$ cat src/hw/rtl/pusb_pkg.sv
package pusb_pkg;

  // Line store capacity in bytes
  localparam int unsigned MAX_ROW_BYTES = 32768;
  localparam int unsigned STORE_AW      = $clog2(MAX_ROW_BYTES);

  localparam int unsigned CFG_W     = 16;
  localparam int unsigned CFG_IDX_W = 2;
  localparam int unsigned SLOT_W    = 17;
  localparam int unsigned ROW_W     = 16;
  localparam int unsigned SLOTS_W   = 18;
  localparam int unsigned POS_W     = 17;

  localparam int unsigned QUEUE_DEPTH = 4;
  localparam int unsigned QPTR_W      = $clog2(QUEUE_DEPTH);
  localparam int unsigned QCNT_W      = $clog2(QUEUE_DEPTH + 1);

  localparam logic [7:0] FILTER_TYPE_UP = 8'd2;

  typedef enum logic [CFG_IDX_W-1:0] {
    REG_SOURCE_WIDTH  = 2'd0,
    REG_OUTPUT_PIXELS = 2'd1,
    REG_ROW_TOTAL     = 2'd2,
    REG_RGB_MODE      = 2'd3
  } cfg_reg_e;

  typedef struct packed {
    logic [CFG_W-1:0] source_width;
    logic [CFG_W-1:0] output_pixels;
    logic [CFG_W-1:0] row_total;
    logic             rgb_mode;
  } cfg_t;

  // One classified slot, as handed from front to back
  typedef struct packed {
    logic                ft;        // emit the filter type byte first
    logic                px;        // emit a pixel byte
    logic [STORE_AW-1:0] addr;
    logic                in_store;
    logic                first_row;
    logic [7:0]          cur;
    logic                last;
    logic                img_last;
    logic                ce;
  } cmd_t;

  typedef struct packed {
    logic [7:0] out_byte;
    logic       is_filter_type;
    logic       row_end;
    logic       image_end;
    logic       config_error;
  } result_t;

endpackage

$ cat src/hw/rtl/pusb_queue.sv
module pusb_queue import pusb_pkg::*; (
  input  logic clk_i,
  input  logic rst_ni,
  input  logic push_i,
  input  cmd_t push_cmd_i,
  output logic ready_o,
  input  logic pop_i,
  output logic valid_o,
  output cmd_t cmd_o
);

  cmd_t              entry_q [QUEUE_DEPTH];
  logic [QPTR_W-1:0] wr_q, rd_q;
  logic [QCNT_W-1:0] cnt_q;

  assign ready_o = cnt_q != QCNT_W'(QUEUE_DEPTH);
  assign valid_o = cnt_q != '0;
  assign cmd_o   = entry_q[rd_q];

  always_ff @(posedge clk_i) begin
    if (push_i) begin
      entry_q[wr_q] <= push_cmd_i;
    end
  end

  always_ff @(posedge clk_i or negedge rst_ni) begin
    if (!rst_ni) begin
      wr_q  <= '0;
      rd_q  <= '0;
      cnt_q <= '0;
    end else begin
      if (push_i) begin
        wr_q <= wr_q + QPTR_W'(1);
      end
      if (pop_i) begin
        rd_q <= rd_q + QPTR_W'(1);
      end
      if (push_i && !pop_i) begin
        cnt_q <= cnt_q + QCNT_W'(1);
      end else if (pop_i && !push_i) begin
        cnt_q <= cnt_q - QCNT_W'(1);
      end
    end
  end

endmodule

$ cat config.mk
export PLATFORM = sky130hd
export DESIGN_NAME = pusb_queue
export DESIGN_NICKNAME = d
export VERILOG_FILES = /design/src/hw/rtl/pusb_pkg.sv /design/src/hw/rtl/pusb_queue.sv
export SDC_FILE = /design/constraint.sdc
export NUM_CORES = 1
export LEC_CHECK = 0
export ABC_AREA = 1
export BUFFER_PORTS_ARGS = -buffer_cell sky130_fd_sc_hd__buf_2
export CORE_MARGIN = 8
export CORE_UTILIZATION = 52
export DETAILED_ROUTE_END_ITERATION = 6
export PLACE_DENSITY = 0.7
export SYNTH_ARGS = -nofsm -noshare
export SYNTH_HDL_FRONTEND = slang
export SYNTH_SLANG_ARGS = --single-unit
$ cat constraint.sdc
create_clock -name clk_i -period 2.52 [get_ports clk_i]
set_input_delay 0.126 -clock clk_i [delete_from_list [all_inputs] [get_ports clk_i]]
set_output_delay 0.126 -clock clk_i [all_outputs]
set_load 0.03 [all_outputs]
# After elaboration in Yosys (flattened, before gate mapping)
# Memories as Yosys holds them, arrays and structs flattened.
# Index checks and enable logic that the tools add are counted.
# op_classes
n_mul	0
n_div	0
magnitude_cmp	0
addsub	4
n_reduce_logical	6
bitwise_logic	0
n_mux	4
n_shift	0
eq_ne	1
# op_table
cell	n
$mux W3	2
$add A2 B1 Y2 const B	2
$add A3 B1 Y3 const B	1
$ne A3 B3 Y1 const B	1
$reduce_bool A3 Y1	1
$sub A3 B1 Y3 const B	1
$logic_and A1 B1 Y1	2
$logic_not A1 Y1	2
$mux W1	2
$reduce_bool A2 Y1	1
# totals
latch_bits	0
ramBits	120
ff_bits	7
inputBits	34
n_memories	1
word_cells	19
mem_bits_ro	0
# mem_list
memory	words	width	read_ports	rd_ports_with_merged_regs	write_ports	line_no	source
entry_q	4	30	1	0	1	pusb_queue.sv:12	cmd_t entry_q [QUEUE_DEPTH];

# Depth between registers and ports, before layout
# Gate-level depths: netlist of the first run.
# logic_depth
ltp_word	4
mapped_depth	9
ltp_nobuf	9

# Least setup slack after synthesis of the first run
# OpenSTA, ideal clock, no wires.
# synth_path
kind	reg-to-reg
from	reg wr_q[0]
to	mem entry_q[2][0] (netlist bit) (enable)
t_arrival_ps	1259
setup_ps	385
path_stages_with_launch	5
slack_ps	877
synth_period_minus_slack_ps	1643
required_ps	2135
cell_sequence	dfrtp_1 inv_1 ha_1 nand2_1 inv_1
# synth_rtl
item	line_no	source
start: declaration	pusb_queue.sv:13	logic [QPTR_W-1:0] wr_q, rd_q;
start signal: assignment	pusb_queue.sv:33	wr_q <= wr_q + QPTR_W'(1);
end: declaration	pusb_queue.sv:12	
# Straight into the memory's write port.

==> results.py, run 1 <==
metrics = {
    "yosys": {
        "ys_ff_latch": 127,
        "synth_cell_types": 17,
        "yosysWarnings": 0,
        "yosysTopAreaCellShare_pct": 68.6,
        "synth_cells": 399,
        "seq_area_frac_synth_pct": 71.9,
        "syn_area_um2": 5250,
        "syn-num-nets": 439,
        "synthTopCellsByArea": "edfxtp_1 (69%), nand2_1 (7.2%), o211ai_1 (7.0%)",
        "synth_area_per_cell_um2": 13.2,
        "yosysTopAreaCell": "edfxtp_1",
    },
    "grt": {
        "grt_max_degree": 55,
        "first_global_vias": 3348,
        "antenna_found_initial": 0,
        "grt_pass1_wl_mm": 16.7,
        "overflow": 0,
        "grt_usage_pct": 16.3,
    },
    "cells_and_area": {
        "regArea_um2": 3780,
        "antenna_cells": 0,
        "num-nets-final": 550,
        "multi_input_area_um2": 1030,
        "final_layout_size_suffix_gt1_share_pct": 23.7,
        "area_growth_pct": 26.0,
        "filler_cell_count": 704,
    },
    "cts": {
        "cts-root-buf": "clkbuf_8",
        "cts.clk_slew.worst_paths_ps": 60,
        "cts_resized": 0,
        "cts.sinks": 127,
        "htreeDepth": 4,
        "cts_buffer_depth": 2,
        "cts_setup_buffers": 0,
        "clk_latency_ps": 500,
        "cts_made_buffers": 17,
        "cts_tree": "built",
    },
    "routing": {
        "ant_nets": 0,
        "routedWlPerCell_um": 15.5,
        "post-route-drc-count": 0,
        "first_iter_violations": 161,
        "vias_per_cell": 4.96,
        "vias": 3257,
        "routed_wirelength_mm": 10.2,
        "first_pass_iters": 4,
    },
    "worst_hold_path": {
        "min_from": "push_cmd_i[10]",
        "hold_depth": 2,
        "hp-class": "in2reg",
        "whs_endpoint": "entry_q[2][10]",
    },
    "pwr": {
        "p_sw_share_pct": 38.6,
        "power.share.sequential_pct": 36.3,
        "comb_power_share_pct": 35.9,
        "clockPowerShare_pct": 27.8,
        "power.internal_mw": 5.11,
        "switchingPower_mw": 3.21,
        "ir_drop_v": 0.000726,
        "leakage_nw": 2.76,
        "power.density_nw_per_um2": 1260,
    },
    "place": {
        "place_ws_ps": 874,
        "io_buffers": 65,
        "gp_congestion": 0.687,
        "dp_hpwl_mm": 6.15,
    },
    "sta": {
        "tightest_slew_ps": 491,
        "timing.fmax_mhz": 460,
        "tns_ps": 0,
        "rsz0062_at_grt": "no",
        "finClkSkew_ps": 5.21,
        "report.final.slew_viol_count": 0,
        "setup_viol": 0,
        "period_share_pct": 86.3,
        "slew_headroom_pct": 67.3,
        "min_period_ps": 2170,
        "fin_ws_ps": 346,
        "hold_violations": 0,
    },
    "worst_setup_path": {
        "r2r_end": "rd_q[1]",
        "reg2reg_depth": 3,
        "critPathCaptureType": "output port",
        "r2r_slack_ps": 1100,
        "worstReg2RegStart": "rd_q[0]",
        "critPathArrivalTime_ps": 2050,
        "critPathMaxFanout": 46,
        "worstPathRequired_ps": 2390,
        "path_class": "reg2out",
        "crit_path_start_kind": "flip-flop",
    },
    "floorplan": {
        "dieArea_um2": 13600,
        "ios": 66,
        "fp.dieH_um": 117,
        "die_width_um": 117,
        "coreArea_um2": 9770,
        "initial_utilization_pct": 53.7,
        "row_count": 36,
    },
    "run": {
        "max_cap_viol_count": 0,
    },
    "status": {
        "status": "completed",
    },
}
state kept, by name (all words and copies together) (netlist names):
signal   count
entry_q    120
cnt_q        3
rd_q         2
wr_q         2
power by group through the flow:
stage	sequential (mW)	combinational, mW	clock (mW)
after CTS	3.02	3.05	2.35
after global placement	3.04	2.92	0
final	3.02	2.99	2.32
after global routing	3.06	3.26	2.45
after floorplan	2.92	2.32	0
after detailed placement	3.06	2.99	0
layer usage:
metal  part of all wire [%]  wire [um]  global-route usage (%)
met5                      0          0                       0
met2                     52       5280                    28.6
met3                    5.4        552                    5.27
met4                   0.69         70                    5.19
met1                     42       4280                    18.6
how the worst max path moves through the flow:
stage / start / end / slack [ps] / depth (start not counted)
after CTS: rd_q[0] / cmd_o[22] / 320 / 5
after global placement: rd_q[0] / cmd_o[22] / 920 / 5
final: rd_q[0] / cmd_o[6] / 350 / 5
after detailed placement: rd_q[0] / cmd_o[22] / 870 / 5
after floorplan: wr_q[0] / entry_q[2][0] / 880 / 4
after global routing: rd_q[0] / cmd_o[3] / 200 / 5
cells in the final DEF (no fill, tap or decap):
cell           Yosys  final
inv_2              1      1
buf_12             0      1
clkinvlp_4         0      6
dfrtp_4            0      1
inv_1             73     73
nand3_1            3      3
ha_1               5      5
o211ai_2          11     11
buf_2              7     65
dlygate4sd3_1      0     34
clkinv_2           0      2
bufinv_16          0      2
dfrtp_1            7      6
nand2_1          101    101
clkinv_4           0      1
edfxtp_1         120    120
o21ai_1            2      2
clkbuf_16          0     16
buf_4              0     13
clkbuf_8           0      1
o211ai_1          49     49
fa_1               1      1
inv_6              0      4
xor2_1             3      3
xnor2_1            1      1
nand4_1            1      1
synth_stat cells:
cell and instances:
dfrtp_1 7, edfxtp_1 120, ha_1 5, xnor2_1 1, inv_2 1, fa_1 1, o211ai_1 49, nand2_1 101
inv_1 73, buf_6 10, o211ai_2 11, nand3_1 3, nand4_1 1, buf_2 7, xor2_1 3, clkbuf_1 4
o21ai_1 2
per-stage QoR:
step / util, % / area (um^2) / total power [mW] / cells / hold slack [ps]
after detailed placement: 58.3 / 5700 / 6.04 / 590 / -16.2
final: 67.7 / 6620 / 8.32 / 656 / 372
after global placement: 58.3 / 5700 / 5.96 / 590 / -17.4
after floorplan: - / 5250 / 5.24 / 399 / -170
after global routing: 67.7 / 6620 / 8.78 / 656 / 349
after CTS: 67.7 / 6620 / 8.42 / 656 / 344
cell type report:
class | instances | share of cell area (%)
clock inverters | 15 | 2.40
clock buffers | 17 | 6.26
inverters | 74 | 4.20
flip-flops and latches | 127 | 57.2
well taps | 133 | 2.52
multi-input cells | 177 | 15.6
repair buffers | 113 | 11.8
logic make-up (layout without fill, tap and decap cells):
| group | Yosys count | after routing | synth area share [%] |
|---|---|---|---|
| xor gates and xnor gates | 4 | 4 | 0.667 |
| AOI/OAI and AO/OA | 62 | 62 | 9.81 |
| buffers and inverters | 95 | 219 | 8.38 |
| and+or+nand+nor | 105 | 105 | 7.62 |
| DFF | 127 | 127 | 71.9 |
| adders and majority gates | 6 | 6 | 1.57 |
worst max-delay path: stages, from the launching register on:
cell	delay (ps)
dfrtp_4	740
buf_4	350
nand2_1	100
o211ai_1	90
nand2_1	80
buf_2	180
repair_timing:
action | 4_1_cts | 5_1_grt
endpoints found under the setup margin | 0 | 0
endpoints found under the hold margin | 131 | 0
hold buffers | 34 | 0
No activity file was read; power rests on OpenSTA's default activity.
==> inputs of run 2 (changes only) <==
CTS_BUF_LIST = sky130_fd_sc_hd__clkbuf_16   (was default)
==> run 2 against run 1 <==
Against the previous run:
- core utilization is 0.090 points lower
- via count decreased by 0.98%
- sequential cell count is the same
==> results.py, run 2 (synthesis results as in run 1) <==
metrics = {
    "routing": {
        "first_pass_iters": 5,
        "vias": 3225,
        "routedWlPerCell_um": 15.5,
        "first_iter_violations": 166,
        "ant_nets": 0,
        "post-route-drc-count": 0,
        "routed_wirelength_mm": 10.2,
        "vias_per_cell": 4.93,
    },
    "floorplan": {
        "ios": 66,
        "fp.dieH_um": 117,
        "coreArea_um2": 9770,
        "die_width_um": 117,
        "initial_utilization_pct": 53.7,
        "row_count": 36,
        "dieArea_um2": 13600,
    },
    "pwr": {
        "clockPowerShare_pct": 28.2,
        "leakage_nw": 2.75,
        "comb_power_share_pct": 35.7,
        "ir_drop_v": 0.000726,
        "power.share.sequential_pct": 36.1,
        "switchingPower_mw": 3.21,
        "p_sw_share_pct": 38.4,
        "power.density_nw_per_um2": 1270,
        "power.internal_mw": 5.15,
    },
    "cts": {
        "cts_resized": 0,
        "cts.clk_slew.worst_paths_ps": 60,
        "cts-root-buf": "clkbuf_16",
        "cts_tree": "built",
        "clk_latency_ps": 400,
        "cts.sinks": 127,
        "cts_setup_buffers": 0,
        "cts_made_buffers": 17,
        "htreeDepth": 4,
        "postCtsHoldBufs": 32,
        "cts_buffer_depth": 2,
    },
    "grt": {
        "grt_max_degree": 55,
        "grt_pass1_wl_mm": 16.6,
        "first_global_vias": 3338,
        "grt_usage_pct": 16.3,
        "antenna_found_initial": 0,
        "overflow": 0,
    },
    "sta": {
        "min_period_ps": 2070,
        "setup_viol": 0,
        "hold_violations": 0,
        "timing.fmax_mhz": 483,
        "report.final.slew_viol_count": 0,
        "slew_headroom_pct": 67.2,
        "tns_ps": 0,
        "period_share_pct": 82.2,
        "rsz0062_at_grt": "no",
        "hold_ws_ps": 24.7,
        "finClkSkew_ps": 7.25,
        "tightest_slew_ps": 492,
    },
    "worst_setup_path": {
        "critPathSlowestCell": "dfrtp_4",
        "r2r_end": "entry_q[0][16]",
        "critical_path_depth": 5,
        "r2r_slack_ps": 1100,
        "crit_path_start_kind": "flip-flop",
        "critPathMaxFanout": 46,
        "crit_start": "rd_q[0]",
        "reg2reg_depth": 5,
        "worst-path-buf-inv": 2,
        "worstReg2RegStart": "wr_q[1]",
        "worstPathCellList": "buf_4 -> nand2_1 -> o211ai_1 -> nand2_1 -> buf_2",
        "crit_end": "cmd_o[22]",
        "cpMostUsedCell": "nand2_1",
        "path_class": "reg2out",
        "cp_top_family": "flip-flops",
        "critPathCaptureType": "output port",
        "worstPathRequired_ps": 2390,
        "slowest_delay_ps": 740,
        "critPathArrivalTime_ps": 1940,
    },
    "cells_and_area": {
        "final_cell_count_no_fill": 654,
        "antenna_cells": 0,
        "largest_register_ffs": 120,
        "final_common_cell": "edfxtp_1",
        "num-nets-final": 548,
        "final_layout_size_suffix_gt1_share_pct": 23.8,
        "filler_cell_count": 700,
        "mostFrequentLayoutCells": "edfxtp_1 (120), nand2_1 (101), inv_1 (73)",
        "final_core_util_pct": 67.6,
        "top_regs": "entry_q (120), cnt_q (3)",
        "regMostFlops": "entry_q",
        "area_growth_pct": 25.8,
    },
    "worst_hold_path": {
        "hp-class": "in2reg",
    },
    "place": {
        "io_buffers": 65,
        "dp_hpwl_mm": 6.15,
        "gp_congestion": 0.687,
        "placed_cells": 590,
    },
    "run": {
        "max_cap_viol_count": 0,
    },
    "status": {
        "status": "completed",
    },
}
run 2: changes by cell type in the layout (fill, tap and decap cells not counted), sizes merged:
cell	before	now
dlygate4sd3	34	32
run 2: per-stage QoR:
stage | setup WS, ps | area (um^2) | total power, mW
finish | 450 | 6610 | 8.36
global route | 318 | 6610 | 8.82
CTS | 431 | 6610 | 8.47
global placement | 918 | 5700 | 5.96
floorplan | 877 | 5250 | 5.24
detailed placement | 874 | 5700 | 6.04
run 2: how the worst min path moves through the flow:
| stage | startpoint | cells after the start | end |
|---|---|---|---|
| 5_1_grt | push_i | 2 | wr_q[1] |
| 2_1_floorplan | rst_ni | 0 | cnt_q[0] |
| 6_report | push_i | 2 | wr_q[0] |
| 3_5_place_dp | rst_ni | 1 | cnt_q[2] |
| 3_3_place_gp | rst_ni | 1 | rd_q[1] |
| 4_1_cts | push_i | 2 | wr_q[0] |
run 2: area by class of cell:
type | count | area [um^2] | share of cell area (%)
clock inverters | 15 | 159 | 2.40
multi-input cells | 177 | 1030 | 15.6
well taps | 133 | 166 | 2.52
flip-flops and latches | 127 | 3780 | 57.2
inverters | 74 | 278 | 4.20
clock buffers | 17 | 425 | 6.44
repair buffers | 111 | 763 | 11.6
run 2: worst reg2reg max path, cell delays in order, from the launching register on:
cell,delay (ps)
dfrtp_1,410
inv_1,110
ha_1,150
nand2_1,50
inv_1,70
buf_4,290
run 2: layer usage:
layer	vias to the layer above	wire length, um	GRT usage (%)
li1	1594	-	-
met1	1554	4260	18.5
met2	75	5320	28.5
met3	2	548	4.60
met4	0	29	6.48
met5	-	0	0
run 2: power by group through the flow:
stage / Sequential, mW / Combinational [mW] / Clock (mW)
2_1_floorplan: 2.92 / 2.32 / 0
3_3_place_gp: 3.04 / 2.92 / 0
3_5_place_dp: 3.06 / 2.99 / 0
4_1_cts: 3.02 / 3.05 / 2.40
5_1_grt: 3.06 / 3.26 / 2.50
6_report: 3.02 / 2.98 / 2.36
==> inputs of run 3 (changes only) <==
clock period = 2.1 ns   (was 2.52 ns; I/O delays follow)
==> run 3 against run 2 <==
Against the previous run:
- worst hold slack improved by 56 ps
- die area did not move
- critical path type unchanged
- sequential power rose by 19%
- combinational power rose by 26%
- sequential cell count did not move
- core utilization rose by 0.88 points
==> results.py, run 3 (synthesis results as in run 1) <==
metrics = {
    "status": {
        "status": "completed",
    },
    "routing": {
        "ant_nets": 0,
        "first_iter_violations": 168,
        "first_pass_iters": 4,
        "routed_wirelength_mm": 9.97,
        "post-route-drc-count": 0,
        "vias_per_cell": 4.87,
        "vias": 3199,
        "routedWlPerCell_um": 15.2,
    },
    "sta": {
        "timing.fmax_mhz": 521,
        "fin_ws_ps": 181,
        "slew_headroom_pct": 75.8,
        "rsz0062_at_grt": "no",
        "report.final.slew_viol_count": 0,
        "hold_violations": 0,
        "min_period_ps": 1920,
        "tns_ps": 0,
        "setup_viol": 0,
        "period_share_pct": 91.4,
        "tightest_slew_ps": 362,
        "hold_ws_ps": 80.2,
        "finClkSkew_ps": 6.54,
    },
    "floorplan": {
        "die_width_um": 117,
        "coreArea_um2": 9770,
        "ios": 66,
        "row_count": 36,
        "fp.dieH_um": 117,
        "initial_utilization_pct": 53.7,
        "dieArea_um2": 13600,
    },
    "worst_setup_path": {
        "critPathSlowestCell": "dfrtp_1",
        "critPathArrivalTime_ps": 1810,
        "slowest_delay_ps": 540,
        "critPathMaxFanout": 24,
        "critPathCaptureType": "output port",
        "worstPathCellList": "buf_4 -> o211ai_1 -> nand2_1 -> buf_2",
        "worstPathRequired_ps": 2000,
        "path_class": "reg2out",
        "crit_path_start_kind": "flip-flop",
    },
    "cts": {
        "cts_buffer_depth": 2,
        "htreeDepth": 4,
        "cts_tree": "built",
        "cts_made_buffers": 17,
        "clk_latency_ps": 400,
        "cts.sinks": 127,
        "cts-root-buf": "clkbuf_16",
        "cts.clk_slew.worst_paths_ps": 60,
    },
    "cells_and_area": {
        "final_layout_size_suffix_gt1_share_pct": 23.7,
        "largest_register_ffs": 120,
        "area_growth_pct": 27.4,
        "top_regs": "entry_q (120), cnt_q (3)",
        "num-nets-final": 551,
        "regMostFlops": "entry_q",
        "final_common_cell": "edfxtp_1",
        "antenna_cells": 0,
        "mostFrequentLayoutCells": "edfxtp_1 (120), nand2_1 (101), inv_1 (75)",
    },
    "place": {
        "gp_congestion": 0.714,
        "io_buffers": 65,
        "dp_hpwl_mm": 6.05,
        "place_ws_ps": 492,
    },
    "pwr": {
        "power.internal_mw": 6.30,
        "ir_drop_v": 0.00106,
        "switchingPower_mw": 3.88,
        "power_mw": 10.2,
        "leakage_nw": 2.80,
        "comb_power_share_pct": 36.8,
        "power.density_nw_per_um2": 1520,
        "p_sw_share_pct": 38.1,
        "power.share.sequential_pct": 35.3,
        "clockPowerShare_pct": 27.9,
    },
    "grt": {
        "grt_usage_pct": 16.0,
        "antenna_found_initial": 0,
        "grt_max_degree": 47,
        "first_global_vias": 3317,
        "overflow": 0,
        "grt_pass1_wl_mm": 16.0,
    },
    "run": {
        "max_cap_viol_count": 0,
    },
    "worst_hold_path": {
        "hp-class": "in2async",
    },
}
[run 3: changes by cell type in the layout (fill, tap and decap cells not counted)]
cell,previous run,this run
clkinv_2,2,0
clkinvlp_4,6,3
buf_4,13,11
inv_1,73,75
clkinv_4,1,3
inv_8,0,1
buf_16,0,1
buf_12,1,4
dlygate4sd3_1,32,33
[run 3: timing repair]
item                                    CTS  global route
setup buffers                             0             1
gates resized for setup                   0             0
endpoints found under the setup margin    0            12
hold endpoints to repair                130             0
hold buffers                             33             0
[run 3: worst paths after layout]
| check | from | endpoint | slack (ps) | cells after the start |
|---|---|---|---|---|
| worst min register to register | cnt_q[2] | cnt_q[2] | 500 | 2 |
| worst max-delay path | rd_q[1] | cmd_o[20] | 180 | 4 |
| worst max register to register | wr_q[1] | entry_q[1][20] | 570 | 5 |
| worst min-delay path | rst_ni | rd_q[0] | 80 | 2 |
| min in group clk_i | push_cmd_i[14] | entry_q[3][14] | 450 | 2 |
| max in group asynchronous | rst_ni | rd_q[0] | 1830 | 2 |
[run 3: cell type report]
cell class | count | area [um^2]
well taps | 133 | 166
clock inverters | 15 | 163
multi-input cells | 177 | 1030
fillers | 659 | 3080
inverters | 74 | 278
repair buffers | 114 | 846
flip-flops and latches | 127 | 3780
clock buffers | 17 | 425
[run 3: power by group through the flow]
stage / clock [mW] / sequential [mW] / combinational [mW]
after floorplan: 0 / 3.50 / 2.78
after global placement: 0 / 3.67 / 3.54
after detailed placement: 0 / 3.69 / 3.61
after CTS: 2.87 / 3.65 / 3.68
after global routing: 3.00 / 3.64 / 4.09
final: 2.84 / 3.59 / 3.75
[run 3: metal layers]
metal | routed length (um) | GRT usage [%] | up-vias | part of all wire (%)
met5 | 0 | 0 | - | 0
met4 | 158 | 6.74 | 0 | 1.6
met3 | 499 | 5.12 | 13 | 5.0
met2 | 5150 | 27.3 | 81 | 52
met1 | 4160 | 18.1 | 1503 | 42
li1 | - | - | 1602 | -
[run 3: critical path: cells and delay by family, from the launching register on]
kind            cells  cell delay, ps
buf+inv             2             580
simple gates        1             110
compound gates      1             160
flops               1             540
[run 3: metrics by stage]
step                      instances  area [um^2]  utilization, %
after detailed placement        591         5750            58.8
after global routing            657         6690            68.5
after global placement          591         5750            58.8
after CTS                       656         6670            68.2
final                           657         6690            68.5
after floorplan                 399         5250               -
