### src/hw/rtl/pusb_pkg.sv
package pusb_pkg;

  // Line store capacity in bytes
  localparam int unsigned MAX_ROW_BYTES = 32768;
  localparam int unsigned STORE_AW      = $clog2(MAX_ROW_BYTES);

  localparam int unsigned CFG_W     = 16;
  localparam int unsigned CFG_IDX_W = 2;
  localparam int unsigned SLOT_W    = 17;
  localparam int unsigned ROW_W     = 16;
  localparam int unsigned SLOTS_W   = 18;
  localparam int unsigned POS_W     = 17;

  localparam int unsigned QUEUE_DEPTH = 4;
  localparam int unsigned QPTR_W      = $clog2(QUEUE_DEPTH);
  localparam int unsigned QCNT_W      = $clog2(QUEUE_DEPTH + 1);

  localparam logic [7:0] FILTER_TYPE_UP = 8'd2;

  typedef enum logic [CFG_IDX_W-1:0] {
    REG_SOURCE_WIDTH  = 2'd0,
    REG_OUTPUT_PIXELS = 2'd1,
    REG_ROW_TOTAL     = 2'd2,
    REG_RGB_MODE      = 2'd3
  } cfg_reg_e;

  typedef struct packed {
    logic [CFG_W-1:0] source_width;
    logic [CFG_W-1:0] output_pixels;
    logic [CFG_W-1:0] row_total;
    logic             rgb_mode;
  } cfg_t;

  // One classified slot, as handed from front to back
  typedef struct packed {
    logic                ft;        // emit the filter type byte first
    logic                px;        // emit a pixel byte
    logic [STORE_AW-1:0] addr;
    logic                in_store;
    logic                first_row;
    logic [7:0]          cur;
    logic                last;
    logic                img_last;
    logic                ce;
  } cmd_t;

  typedef struct packed {
    logic [7:0] out_byte;
    logic       is_filter_type;
    logic       row_end;
    logic       image_end;
    logic       config_error;
  } result_t;

endpackage

### src/hw/rtl/pusb_front.sv
module pusb_front import pusb_pkg::*; (
  input  logic         clk_i,
  input  logic         rst_ni,
  input  cfg_t         cfg_i,
  input  logic         valid_i,
  input  logic [7:0]   subpixel_i,
  output logic         ready_o,
  input  logic         q_ready_i,
  output logic         push_o,
  output cmd_t         cmd_o
);

  logic [SLOT_W-1:0]  slot_q, slot_d;
  logic [ROW_W-1:0]   row_q, row_d;
  logic               first_q, first_d;
  logic [7:0]         held_q;

  logic [CFG_W-1:0]   pix, rows;
  logic [SLOTS_W-1:0] pix3, pix2, slots, row_bytes, gap;
  logic [SLOT_W-1:0]  pad, rel;
  logic [POS_W-1:0]   pos;
  logic [7:0]         val, a, b;
  logic [8:0]         sum;
  logic               accept, last, img_last, hold, in_src;

  assign accept  = valid_i && q_ready_i;
  assign ready_o = q_ready_i;

  always_comb begin
    pix  = (cfg_i.output_pixels == '0) ? CFG_W'(1) : cfg_i.output_pixels;
    rows = (cfg_i.row_total == '0) ? CFG_W'(1) : cfg_i.row_total;
    pix2 = SLOTS_W'({pix, 1'b0});
    pix3 = pix2 + SLOTS_W'(pix);
    slots     = cfg_i.rgb_mode ? pix3 : pix2;
    row_bytes = cfg_i.rgb_mode ? pix3 : SLOTS_W'(pix);
    gap = slots - SLOTS_W'(cfg_i.source_width);
    pad = (slots > SLOTS_W'(cfg_i.source_width)) ? gap[SLOTS_W-1:1] : '0;
    rel = slot_q - pad;
    in_src = (slot_q >= pad) && (rel < SLOT_W'(cfg_i.source_width));
    val = in_src ? subpixel_i : 8'd0;

    last     = (SLOTS_W'(slot_q) + SLOTS_W'(1)) >= slots;
    img_last = last && ((ROW_W'(row_q) + 17'(1)) >= 17'(rows));

    // Grey: an even slot is held for its partner unless it closes the row
    hold = !cfg_i.rgb_mode && !slot_q[0] && !last;
    a    = slot_q[0] ? held_q : val;
    b    = slot_q[0] ? val : 8'd0;
    sum  = {1'b0, a} + {1'b0, b};
    pos  = cfg_i.rgb_mode ? slot_q : (slot_q >> 1);

    cmd_o.ft        = (slot_q == '0);
    cmd_o.px        = !hold;
    cmd_o.addr      = pos[STORE_AW-1:0];
    cmd_o.in_store  = pos < POS_W'(MAX_ROW_BYTES);
    cmd_o.first_row = first_q;
    cmd_o.cur       = cfg_i.rgb_mode ? val : sum[8:1];
    cmd_o.last      = last;
    cmd_o.img_last  = img_last;
    cmd_o.ce        = row_bytes > SLOTS_W'(MAX_ROW_BYTES);

    slot_d  = slot_q;
    row_d   = row_q;
    first_d = first_q;
    if (accept) begin
      if (last) begin
        slot_d = '0;
        if (img_last) begin
          row_d   = '0;
          first_d = 1'b1;
        end else begin
          row_d   = row_q + ROW_W'(1);
          first_d = 1'b0;
        end
      end else begin
        slot_d = slot_q + SLOT_W'(1);
      end
    end
  end

  assign push_o = accept && (cmd_o.ft || cmd_o.px);

  always_ff @(posedge clk_i or negedge rst_ni) begin
    if (!rst_ni) begin
      slot_q  <= '0;
      row_q   <= '0;
      first_q <= 1'b1;
      held_q  <= '0;
    end else begin
      slot_q  <= slot_d;
      row_q   <= row_d;
      first_q <= first_d;
      if (accept && hold) begin
        held_q <= val;
      end
    end
  end

endmodule

### config.mk
export PLATFORM = sky130hd
export DESIGN_NAME = pusb_front
export DESIGN_NICKNAME = d
export VERILOG_FILES = /design/src/hw/rtl/pusb_pkg.sv /design/src/hw/rtl/pusb_front.sv
export SDC_FILE = /design/constraint.sdc
export NUM_CORES = 1
export LEC_CHECK = 0
export BUFFER_PORTS_ARGS = -buffer_cell sky130_fd_sc_hd__buf_2
export CAP_MARGIN = 20
export CORE_ASPECT_RATIO = 0.75
export CORE_UTILIZATION = 55
export CTS_CLUSTER_SIZE = 12
export DETAILED_ROUTE_END_ITERATION = 6
export PLACE_DENSITY = 0.88
export SETUP_SLACK_MARGIN = 0.5
export SKIP_CTS_REPAIR_TIMING = 1
export SYNTH_ARGS = -nofsm -noshare
export SYNTH_HDL_FRONTEND = slang
export SYNTH_SLANG_ARGS = --single-unit
### constraint.sdc
create_clock -name clk_i -period 21 [get_ports clk_i]
set_input_delay 4.2 -clock clk_i [delete_from_list [all_inputs] [get_ports clk_i]]
set_output_delay 4.2 -clock clk_i [all_outputs]
set_load 0.03 [all_outputs]
Word-level counts from Yosys, hierarchy flattened
Index checks and enable logic that the tools add are counted.
{"block": "totals", "input_bits": 61, "output_inout_bits": 32, "wordCells": 48, "ff_bits": 42}
{"block": "classes", "n_mux": 13, "n_reduce_logical": 16, "add_sub_neg": 8, "order_cmp": 7}
{"operator": "17-bit two-way mux", "count": 3}
{"operator": "16-bit two-way mux", "count": 3}
{"operator": "18-bit two-way mux", "count": 2}
{"operator": "16-bit zero test", "count": 2}
{"operator": "8-bit two-way mux", "count": 4}
{"operator": "17-bit by 1-bit adder with 18-bit output (second input constant)", "count": 1}
{"operator": "17-bit by 16-bit adder with 18-bit output", "count": 1}
{"operator": "18-bit greater-or-equal comparator", "count": 1}
{"operator": "18-bit by 16-bit greater-than comparator with 1-bit output", "count": 1}
{"operator": "18-bit by 16-bit greater-than comparator with 1-bit output (second input constant)", "count": 1}
{"operator": "18-bit by 16-bit subtractor with 18-bit output", "count": 1}
{"operator": "16-bit by 1-bit adder with 17-bit output (second input constant)", "count": 1}
{"operator": "17-bit by 1-bit adder with 17-bit output (second input constant)", "count": 1}
{"operator": "17-bit by 16-bit greater-or-equal comparator with 1-bit output", "count": 1}
{"operator": "17-bit greater-or-equal comparator", "count": 1}
{"operator": "17-bit zero test", "count": 1}
{"operator": "17-bit by 16-bit less-than comparator with 1-bit output", "count": 1}
{"operator": "17-bit by 16-bit less-than comparator with 1-bit output (second input constant)", "count": 1}
{"operator": "17-bit subtractor", "count": 1}
{"operator": "16-bit by 1-bit adder with 16-bit output (second input constant)", "count": 1}
{"operator": "8-bit by 8-bit adder with 9-bit output", "count": 1}
{"operator": "1-bit logical AND", "count": 7}
{"operator": "1-bit zero test", "count": 4}
{"operator": "2-bit AND reduction", "count": 1}
{"operator": "2 further kinds", "count": 2}

Logic depth before layout (Yosys ltp)
Gate-level depths: netlist of run 1.
{"block": "logic_depth", "ltp_word": 13, "ltp_mapped": 57, "depth_no_buf": 51}

Least setup slack after synthesis of run 1
Ideal clock, no wire load.
{"block": "synth_timing", "path_type": "input -> output", "from": "input cfg_i[25] in the netlist's numbering", "to": "output cmd_o[8] in the netlist's numbering", "slack_ns": 3.100, "arrival_time_ns": 13.700, "stages": 55, "path_buffers": 6, "required_time_ns": 16.800, "path_cell_list": "clkbuf_1 -> inv_1 -> ha_1 -> nand4_1 -> or4_1 -> clkbuf_1 -> clkbuf_1 -> nand2_1 -> inv_1 -> ha_1 -> a21o_1 -> nand2b_1 -> a211oi_1 -> o31ai_1 -> a41oi_1 -> xnor2_1 -> nand2_1 -> o21ai_0 -> [19 not listed] -> nand2_1 -> nor2_1 -> a211oi_1 -> o21ai_0 -> a21oi_1 -> and2_1 -> clkbuf_1 -> clkbuf_1 -> nand2_1 -> o21ai_0 -> ha_1 -> a21o_1 -> a21oi_1 -> o21bai_1 -> a21oi_1 -> xnor2_1 -> nor2_1 -> a21oi_1"}
{"item": "start, declared", "line": "pusb_front.sv:4", "text": "input cfg_t cfg_i,"}
{"item": "end, declared", "line": "pusb_front.sv:10", "text": "output cmd_t cmd_o"}

==> results of run 1 <==
[sequential cells by signal, summed over array words and instances (netlist names)]
signal	count
first_q	1
held_q	8
row_q	16
slot_q	17
[power groups by stage]
stage / logic (mW) / registers, mW / clock network (mW)
final: 0.329 / 0.103 / 0.0906
after global routing: 0.364 / 0.105 / 0.0947
after global placement: 0.310 / 0.104 / 0
after detailed placement: 0.320 / 0.104 / 0
after floorplan: 0.247 / 0.0955 / 0
after CTS: 0.322 / 0.103 / 0.0911
[synthesized netlist by cell type, drive strengths merged, types with 24 or more instances]
library cell	instances
a21o	26
a21oi	51
and3	24
clkbuf	31
dfrtp	41
ha	113
inv	78
nand2	113
nand3	42
nor2	65
o21ai	83
xnor2	39
xor2	29
[metrics by stage]
stage	hold slack [ps]	area, um2
floorplan	452	7120
global placement	459	7610
detailed placement	466	7610
CTS	481	7780
global route	511	7780
finish	476	7780
[critical path: cells and delay by family]
family,cells,cell delay [ps]
compound gates,16,3830
mux,1,230
buf+inv,3,520
xor+xnor,2,240
fa+ha+maj,6,2080
simple gates,22,4180
[layer usage]
metal / up-vias / wire length, um / global-route usage (%) / share of wire, %
met5: - / 0 / 0 / 0
met4: 0 / 253 / 5.07 / 1.3
met3: 35 / 2170 / 4.12 / 11
met2: 419 / 8250 / 45.2 / 41
met1: 3340 / 9310 / 44.9 / 47
li1: 3534 / - / - / -
[cells by family after synthesis]
logic type,Yosys count
adders and majority gates,118
buffers and inverters,124
DFF,42
xor gates and xnor gates,68
muxes,21
and+or+nand+nor,335
AOI/OAI and AO/OA,250
[final timing paths]
check / endpoint / cells after the start / slack [ps] / from
hold / removal: held_q[7]$_DFFE_PN0P_ / 2 / 480 / held_q[7]$_DFFE_PN0P_
setup reg to reg: row_q[2]$_DFFE_PN0P_ / 15 / 15010 / slot_q[0]$_DFFE_PN0P_
hold reg to reg: held_q[7]$_DFFE_PN0P_ / 2 / 480 / held_q[7]$_DFFE_PN0P_
setup / recovery: cmd_o[9] / 50 / 1510 / cfg_i[25]
max in group asynchronous: slot_q[8]$_DFFE_PN0P_ / 1 / 16330 / rst_ni
min in group asynchronous: row_q[15]$_DFFE_PN0P_ / 1 / 4060 / rst_ni
[cell type report]
class,count,area (um2)
timing repair buffer,95,483
clock buffer,5,125
clock inverter,3,43.8
tap,166,208
sequential,42,1050
fill,1078,4660
multi-input combinational,792,5570
inverter,79,297
==> impl_metrics.csv, run 1 <==
group,metric,value,unit
run_status,run_status,"finished, final reports clean",
cells_and_area,final_cell_mix,"nand2_1 (113), ha_1 (113), buf_2 (92), inv_1 (78), o21ai_0 (74)",
pwr,power.density,67.2,mW/mm2
route,routed_wl,20.0,mm
synth,yosysSeqAreaShare,14.8,%
route,remaining_drc_errors,0,
synth,synth_nets,1136,
clocking,cts.sinks,42,
synth,syn_area_per_cell,7.43,um2
synth,synth_fa_ha_area_share,21.1,%
clocking,clk_pin_slew_worst_paths,70,ps
clocking,cts_max_level,2,
floorplan,initial_core_util,57.3,%
floorplan,ios,93,
placement,gp_congestion,0.982,
synth,ys_types,64,
sta,worst_pin_slew,996,ps
synth,yosys.area.top_type,"ha_1",
pwr,swShare,47.0,%
global_route,first_global_vias,6481,
floorplan,rows,35,
route,vias,7328,
pwr,p_leak,4.12,nW
route,drtPass1Iterations,6,
setup_path,cpPeakStageDelay,520,ps
setup_path,required,16800,ps
route,initialDrtViolationCount,618,
floorplan,die_area,0.0134,mm2
sta,min_period,19490,ps
sta,finalSetupTns,0,ps
setup_path,endpoint_kind,"output port",
pwr,p_sw,0.245,mW
cells_and_area,synthToLayoutAreaGrowth,9.19,%
synth,ys_ff_latch,42,
pwr,p_int,0.277,mW
synth,synthMuxAreaShare,3.22,%
placement,dp_slack,1870,ps
placement,placed_cells,1174,
global_route,grt_usage,29.8,%
sta,slew_viol_final,0,
route,postRouteAntennaNets,0,
synth,yosysWarnings,0,
route,wl_per_cell,16.9,um
synth,yosys.area_share.simple,22.5,%
pwr,pwr-share-seq,19.7,%
route,viasPerCell,6.20,
global_route,grt_max_degree,58,
synth,synthXorXnorAreaFrac,8.36,%
cells_and_area,antenna_cells,0,
pwr,ir_worst_vdd,61.9,uV
sta,setup_viol,0,
pwr,power,0.522,mW
floorplan,fp.dieH,101,um
sta,fin_ws,1510,ps
setup_path,crit_top_cell,"nand2_1",
synth,syn_area,0.00712,mm2
sta,hold_viol,0,
cells_and_area,drive_above_1_share,13.0,%
setup_path,start_kind,"input port",
sta,fin_crit_sh,92.8,%
floorplan,core-area,0.0124,mm2
synth,synth_cells,958,
clocking,cts_buffer_depth,2,
job,maxCapViolations,0,
sta,slew_headroom,33.3,%
synth,yosysTopAreaCellShare,19.9,%
sta,fin_skew,12.1,ps
synth,synthArstFlopShare,100,%
pwr,p_clk_share,17.3,%
clocking,clockRootBuffer,"clkbuf_16",
cells_and_area,nNetsFinal,1193,
setup_path,critical_path_class,"input port to output port",
global_route,overflow,0,
global_route,grt_antenna_before_repair,0,
placement,port_buffers,92,
setup_path,worst_ep_arrival_time,15290,ps
sta,max_freq,51.3,MHz
floorplan,die_w,133,um
synth,ys.flop_type,"dfrtp_1",
pwr,pwr-share-comb,62.9,%
synth,synth_edf_count,0,
synth,synthTopCellsByArea,"ha_1 (20%), dfrtp_1 (14%), nand2_1 (6.0%)",
cells_and_area,stdcell_count,1182,
setup_path,crit_slowest_cell,"or4_1",
clocking,clock_latency,290,ps
clocking,cts_tree,"yes",
clocking,cts_buffers,5,
sta,rsz0062_at_grt,"no",
synth,synth_top_family_by_area,"compound AO/OA/AOI/OAI gates",
synth,synth_compound_area_share,23.0,%
placement,hpwlAfterDp,16.0,mm
setup_path,path_max_fanout,16,
global_route,grt_first_pass_wirelength,32.3,mm
cells_and_area,final_util,62.5,%
hold_path,hp-class,"flip-flop to flip-flop",
No activity file was read; power rests on OpenSTA's default activity.
==> inputs of run 2 (changes only) <==
==> constraint.sdc (replaced) <==
create_clock -name clk_i -period 21 [get_ports clk_i]
set_input_delay 4.2 -clock clk_i [delete_from_list [all_inputs] [get_ports clk_i]]
set_output_delay 4.2 -clock clk_i [all_outputs]
set_load 0.005 [all_outputs]
==> impl_metrics.csv, run 2 (synthesis gave the netlist of run 1 again) <==
group,metric,value,unit
run_status,run_status,"finished, final reports clean",
sta,setup_viol,0,
pwr,swShare,44.4,%
clocking,cts_buffers,5,
pwr,pwr-share-comb,60.4,%
route,met1Wirelength,9.72,mm
floorplan,initial_core_util,57.3,%
placement,dp_slack,1800,ps
route,wl_met3,1.94,mm
global_route,grt_usage,29.8,%
route,routed_wl,20.1,mm
setup_path,worst_ep_arrival_time,15350,ps
clocking,clockRootBuffer,"clkbuf_16",
clocking,cts.sinks,42,
sta,slew_viol_final,0,
route,dr_wl_met2,8.40,mm
pwr,p_clk_share,19.6,%
sta,rsz0062_at_grt,"no",
route,wl_per_cell,17.0,um
setup_path,start_kind,"input port",
cells_and_area,regArea,0.00105,mm2
pwr,ir_worst_vdd,52.2,uV
setup_path,endpoint_kind,"output port",
cells_and_area,drive_above_1_share,13.0,%
setup_path,cpPeakStageDelay,750,ps
clocking,clock_latency,290,ps
floorplan,die_area,0.0134,mm2
setup_path,path_max_fanout,16,
cells_and_area,nNetsFinal,1193,
placement,hpwlAfterDp,15.7,mm
cells_and_area,final_cell_mix,"nand2_1 (113), ha_1 (113), buf_2 (92), inv_1 (78), o21ai_0 (74)",
floorplan,core-area,0.0124,mm2
route,remaining_drc_errors,0,
floorplan,die_w,133,um
route,drtPass1Iterations,7,
pwr,p_leak,4.13,nW
clocking,clk_pin_slew_worst_paths,60,ps
global_route,grt_first_pass_wirelength,32.3,mm
pwr,power.density,66.5,mW/mm2
cells_and_area,regMostFlops,"slot_q",
pwr,power,0.519,mW
sta,fin_ws,1450,ps
cells_and_area,stdcell_count,1182,
floorplan,rows,35,
global_route,first_global_vias,6440,
hold_path,hp-class,"flip-flop to flip-flop",
cells_and_area,largest_reg_flops,17,
route,initialDrtViolationCount,935,
cells_and_area,synthToLayoutAreaGrowth,9.54,%
placement,port_buffers,92,
floorplan,fp.dieH,101,um
cells_and_area,fill_cells,1073,
cells_and_area,top_regs,"slot_q (17), row_q (16), held_q (8)",
global_route,overflow,0,
sta,max_freq,51.2,MHz
clocking,cts_tree,"yes",
cells_and_area,multiInputGateArea,0.00557,mm2
sta,hold_viol,0,
global_route,grt_antenna_before_repair,0,
setup_path,critical_path_class,"input port to output port",
setup_path,crit_slowest_cell,"or4_1",
setup_path,startpoint,"cfg_i[25]",
pwr,pwr-share-seq,19.9,%
placement,gp_congestion,0.980,
route,vias,7372,
clocking,cts_buffer_depth,2,
cells_and_area,antenna_cells,0,
sta,fin_hold_ws,476,ps
setup_path,required,16800,ps
setup_path,worstReg2RegStart,"slot_q[0]$_DFFE_PN0P_",
route,viasPerCell,6.24,
sta,fin_crit_sh,93.1,%
setup_path,crit_top_cell,"nand2_1",
job,maxCapViolations,0,
sta,slew_headroom,29.8,%
sta,worst_pin_slew,1050,ps
floorplan,ios,93,
pwr,p_sw,0.231,mW
route,postRouteAntennaNets,0,
sta,fin_skew,9.26,ps
pwr,p_int,0.288,mW
global_route,grt_max_degree,58,
placement,placed_cells,1174,
sta,min_period,19550,ps
sta,finalSetupTns,0,ps
clocking,cts_max_level,2,
hold_path,hp-start,"held_q[7]$_DFFE_PN0P_",
route,top_layer,"met4",
## run 2: stage by stage
stage | instance area (um2) | util [%]
after CTS | 7800 | 62.7
after global routing | 7800 | 62.7
after detailed placement | 7610 | 61.2
after global placement | 7610 | 61.2
after floorplan | 7120 | -
final | 7800 | 62.7
## run 2: worst paths after layout
kind	endpoint	slack (ps)	depth (start not counted)
worst max-delay path	cmd_o[9]	1450	51
worst min-delay path	held_q[7]$_DFFE_PN0P_	480	2
worst max register to register	row_q[2]$_DFFE_PN0P_	15000	15
worst min register to register	held_q[7]$_DFFE_PN0P_	480	2
max in group asynchronous	slot_q[16]$_DFFE_PN0P_	16310	1
min in group asynchronous	row_q[15]$_DFFE_PN0P_	4070	1
## run 2: worst max-delay path: cells and delay by family
family	cells	cell delay [ps]
AND/OR/NAND/NOR	23	4790
AO/OA/AOI/OAI	15	3440
adder cells (fa/ha/maj)	6	1910
buffers and inverters	4	510
XOR/XNOR	2	240
multiplexers	1	230
## run 2: routing by layer
metal / global-route usage, % / up-vias
met5: 0 / -
met3: 3.07 / 6
met4: 3.06 / 0
li1: - / 3544
met2: 45.0 / 408
met1: 46.6 / 3414
## run 2: final cells by class
| cell class | instances | share of cell area [%] |
|---|---|---|
| multi-input combinational | 792 | 71.4 |
| sequential | 42 | 13.5 |
| clock buffer | 5 | 1.60 |
| timing repair buffer | 95 | 6.19 |
| tap | 166 | 2.66 |
| inverter | 79 | 3.80 |
| clock inverter | 3 | 0.882 |
## run 2: power by group through the flow
stage	clock (mW)	sequential, mW	combinational, mW
2_1_floorplan	0	0.0955	0.233
3_3_place_gp	0	0.104	0.296
3_5_place_dp	0	0.104	0.305
4_1_cts	0.103	0.103	0.307
5_1_grt	0.105	0.105	0.351
6_report	0.102	0.104	0.314
==> inputs of run 3 (changes only) <==
CTS_BUF_LIST = sky130_fd_sc_hd__clkbuf_8 sky130_fd_sc_hd__clkbuf_16   (was not set)
SLEW_MARGIN = 20   (was not set)
clock period = 24.9 ns   (was 21 ns; I/O delays follow)
==> impl_metrics.csv, run 3 (synthesis gave the netlist of run 1 again) <==
group,metric,value,unit
global_route,grt_antenna_before_repair,0,
sta,hold_viol,0,
pwr,pwr-share-comb,62.1,%
clocking,clk_pin_slew_worst_paths,60,ps
global_route,first_global_vias,6406,
setup_path,worstReg2RegStart,"slot_q[0]$_DFFE_PN0P_",
cells_and_area,final_cell_mix,"nand2_1 (113), ha_1 (113), buf_2 (92), inv_1 (80), o21ai_0 (74)",
sta,slew_headroom,29.8,%
route,postRouteAntennaNets,0,
floorplan,initial_core_util,57.3,%
pwr,p_int,0.232,mW
floorplan,ios,93,
job,maxCapViolations,0,
global_route,grt_usage,29.8,%
route,routed_wl,20.1,mm
floorplan,fp.dieH,101,um
placement,port_buffers,92,
setup_path,r2r_end,"row_q[10]$_DFFE_PN0P_",
hold_path,hold_end,"held_q[7]$_DFFE_PN0P_",
sta,rsz0062_at_grt,"no",
pwr,p_clk_share,17.4,%
global_route,grt_first_pass_wirelength,32.3,mm
clocking,cts_buffer_depth,2,
sta,fin_skew,2.64,ps
clocking,cts_max_level,2,
cells_and_area,largest_reg_flops,17,
hold_path,hp-class,"flip-flop to flip-flop",
setup_path,path_max_fanout,16,
pwr,ir_worst_vdd,36.3,uV
sta,setup_viol,0,
cells_and_area,top_regs,"slot_q (17), row_q (16), held_q (8)",
placement,hpwlAfterDp,15.9,mm
setup_path,worst_ep_arrival_time,15980,ps
cells_and_area,regMostFlops,"slot_q",
setup_path,crit_slowest_cell,"or4_1",
pwr,pwr-share-seq,20.5,%
cells_and_area,drive_above_1_share,12.8,%
setup_path,r2r_slack,18900,ps
cells_and_area,antenna_cells,0,
clocking,cts.sinks,42,
global_route,grt_max_degree,58,
pwr,p_leak,4.12,nW
sta,finalSetupTns,0,ps
clocking,clock_latency,290,ps
clocking,cts_buffers,5,
setup_path,crit_top_cell,"nand2_1",
route,initialDrtViolationCount,655,
global_route,grt.busiest_layer,"met1",
route,drtPass1Iterations,5,
setup_path,critical_path_class,"input port to output port",
cells_and_area,synthToLayoutAreaGrowth,9.10,%
floorplan,rows,35,
clocking,clockRootBuffer,"clkbuf_16",
hold_path,hold_depth,2,
setup_path,reg2reg_depth,15,
floorplan,die_w,133,um
sta,fin_crit_sh,84.2,%
global_route,grt_use_met3,4.22,%
cells_and_area,nNetsFinal,1193,
clocking,cts_tree,"yes",
run_status,run_status,"finished, final reports clean",
route,vias,7257,
sta,max_freq,47.7,MHz
setup_path,start_kind,"input port",
pwr,power,0.425,mW
placement,gp_congestion,0.980,
setup_path,crit_family,"simple AND/OR/NAND/NOR gates",
pwr,power.density,54.7,mW/mm2
route,wl_per_cell,17.0,um
hold_path,hp-start,"held_q[7]$_DFFE_PN0P_",
setup_path,required,19920,ps
setup_path,cpPeakStageDelay,740,ps
route,remaining_drc_errors,0,
global_route,met1_usage,46.1,%
setup_path,crit_buf_inv,4,
route,viasPerCell,6.14,
setup_path,endpoint_kind,"output port",
global_route,overflow,0,
global_route,gr-usage-met2,43.8,%
pwr,swShare,45.3,%
floorplan,core-area,0.0124,mm2
sta,worst_pin_slew,1050,ps
sta,slew_viol_final,0,
floorplan,die_area,0.0134,mm2
sta,min_period,20960,ps
cells_and_area,fill_cells,1112,
pwr,p_sw,0.193,mW
run 3: changes by cell type in the layout (fill, tap and decap cells not counted):
cell,change
inv_1,+2
clkinv_4,-1
bufinv_16,-1
run 3: per-stage QoR:
stage	hold slack (ps)	utilization [%]	setup WS (ps)	cell area (um2)	cells
2_1_floorplan	452	-	5680	7120	958
6_report	474	62.5	3940	7770	1182
3_5_place_dp	465	61.2	4170	7610	1174
3_3_place_gp	460	61.2	4330	7610	1174
4_1_cts	478	62.5	4120	7770	1182
5_1_grt	491	62.5	3080	7770	1182
run 3: layout make-up:
| cell class | instances | area [um2] | share of cell area, % |
|---|---|---|---|
| inverters | 79 | 297 | 3.82 |
| well taps | 166 | 208 | 2.67 |
| clock inverters | 3 | 37.5 | 0.483 |
| multi-input cells | 792 | 5570 | 71.7 |
| repair buffers | 95 | 483 | 6.22 |
| clock buffers | 5 | 125 | 1.61 |
| flip-flops and latches | 42 | 1050 | 13.5 |
run 3: worst max path at each step:
stage	from	to	slack, ps	cells after the start
after floorplan	cfg_i[25]	cmd_o[9]	5680	54
final	cfg_i[25]	cmd_o[9]	3940	51
after detailed placement	cfg_i[25]	cmd_o[9]	4170	51
after global placement	cfg_i[25]	cmd_o[9]	4330	51
after global routing	cfg_i[25]	cmd_o[9]	3080	50
after CTS	cfg_i[25]	cmd_o[9]	4120	51
run 3: power by group through the flow:
stage / logic, mW / clock network (mW) / registers [mW]
after CTS: 0.258 / 0.0742 / 0.0868
after detailed placement: 0.256 / 0 / 0.0879
final: 0.264 / 0.0737 / 0.0871
after global routing: 0.296 / 0.0766 / 0.0884
after global placement: 0.250 / 0 / 0.0874
after floorplan: 0.197 / 0 / 0.0806
run 3: metal layers:
metal / share of wire (%) / wire length [um] / vias up
li1: - / - / 3554
met1: 48 / 9670 / 3341
met2: 41 / 8230 / 344
met3: 9.6 / 1930 / 18
met4: 1.1 / 214 / 0
met5: 0 / 0 / -
run 3: worst min-delay path, delay by kind of cell (launching register included):
| kind | cells | cell delay (ps) |
|---|---|---|
| AO/OA/AOI/OAI | 1 | 50 |
| AND/OR/NAND/NOR | 1 | 60 |
| flip-flops | 1 | 340 |
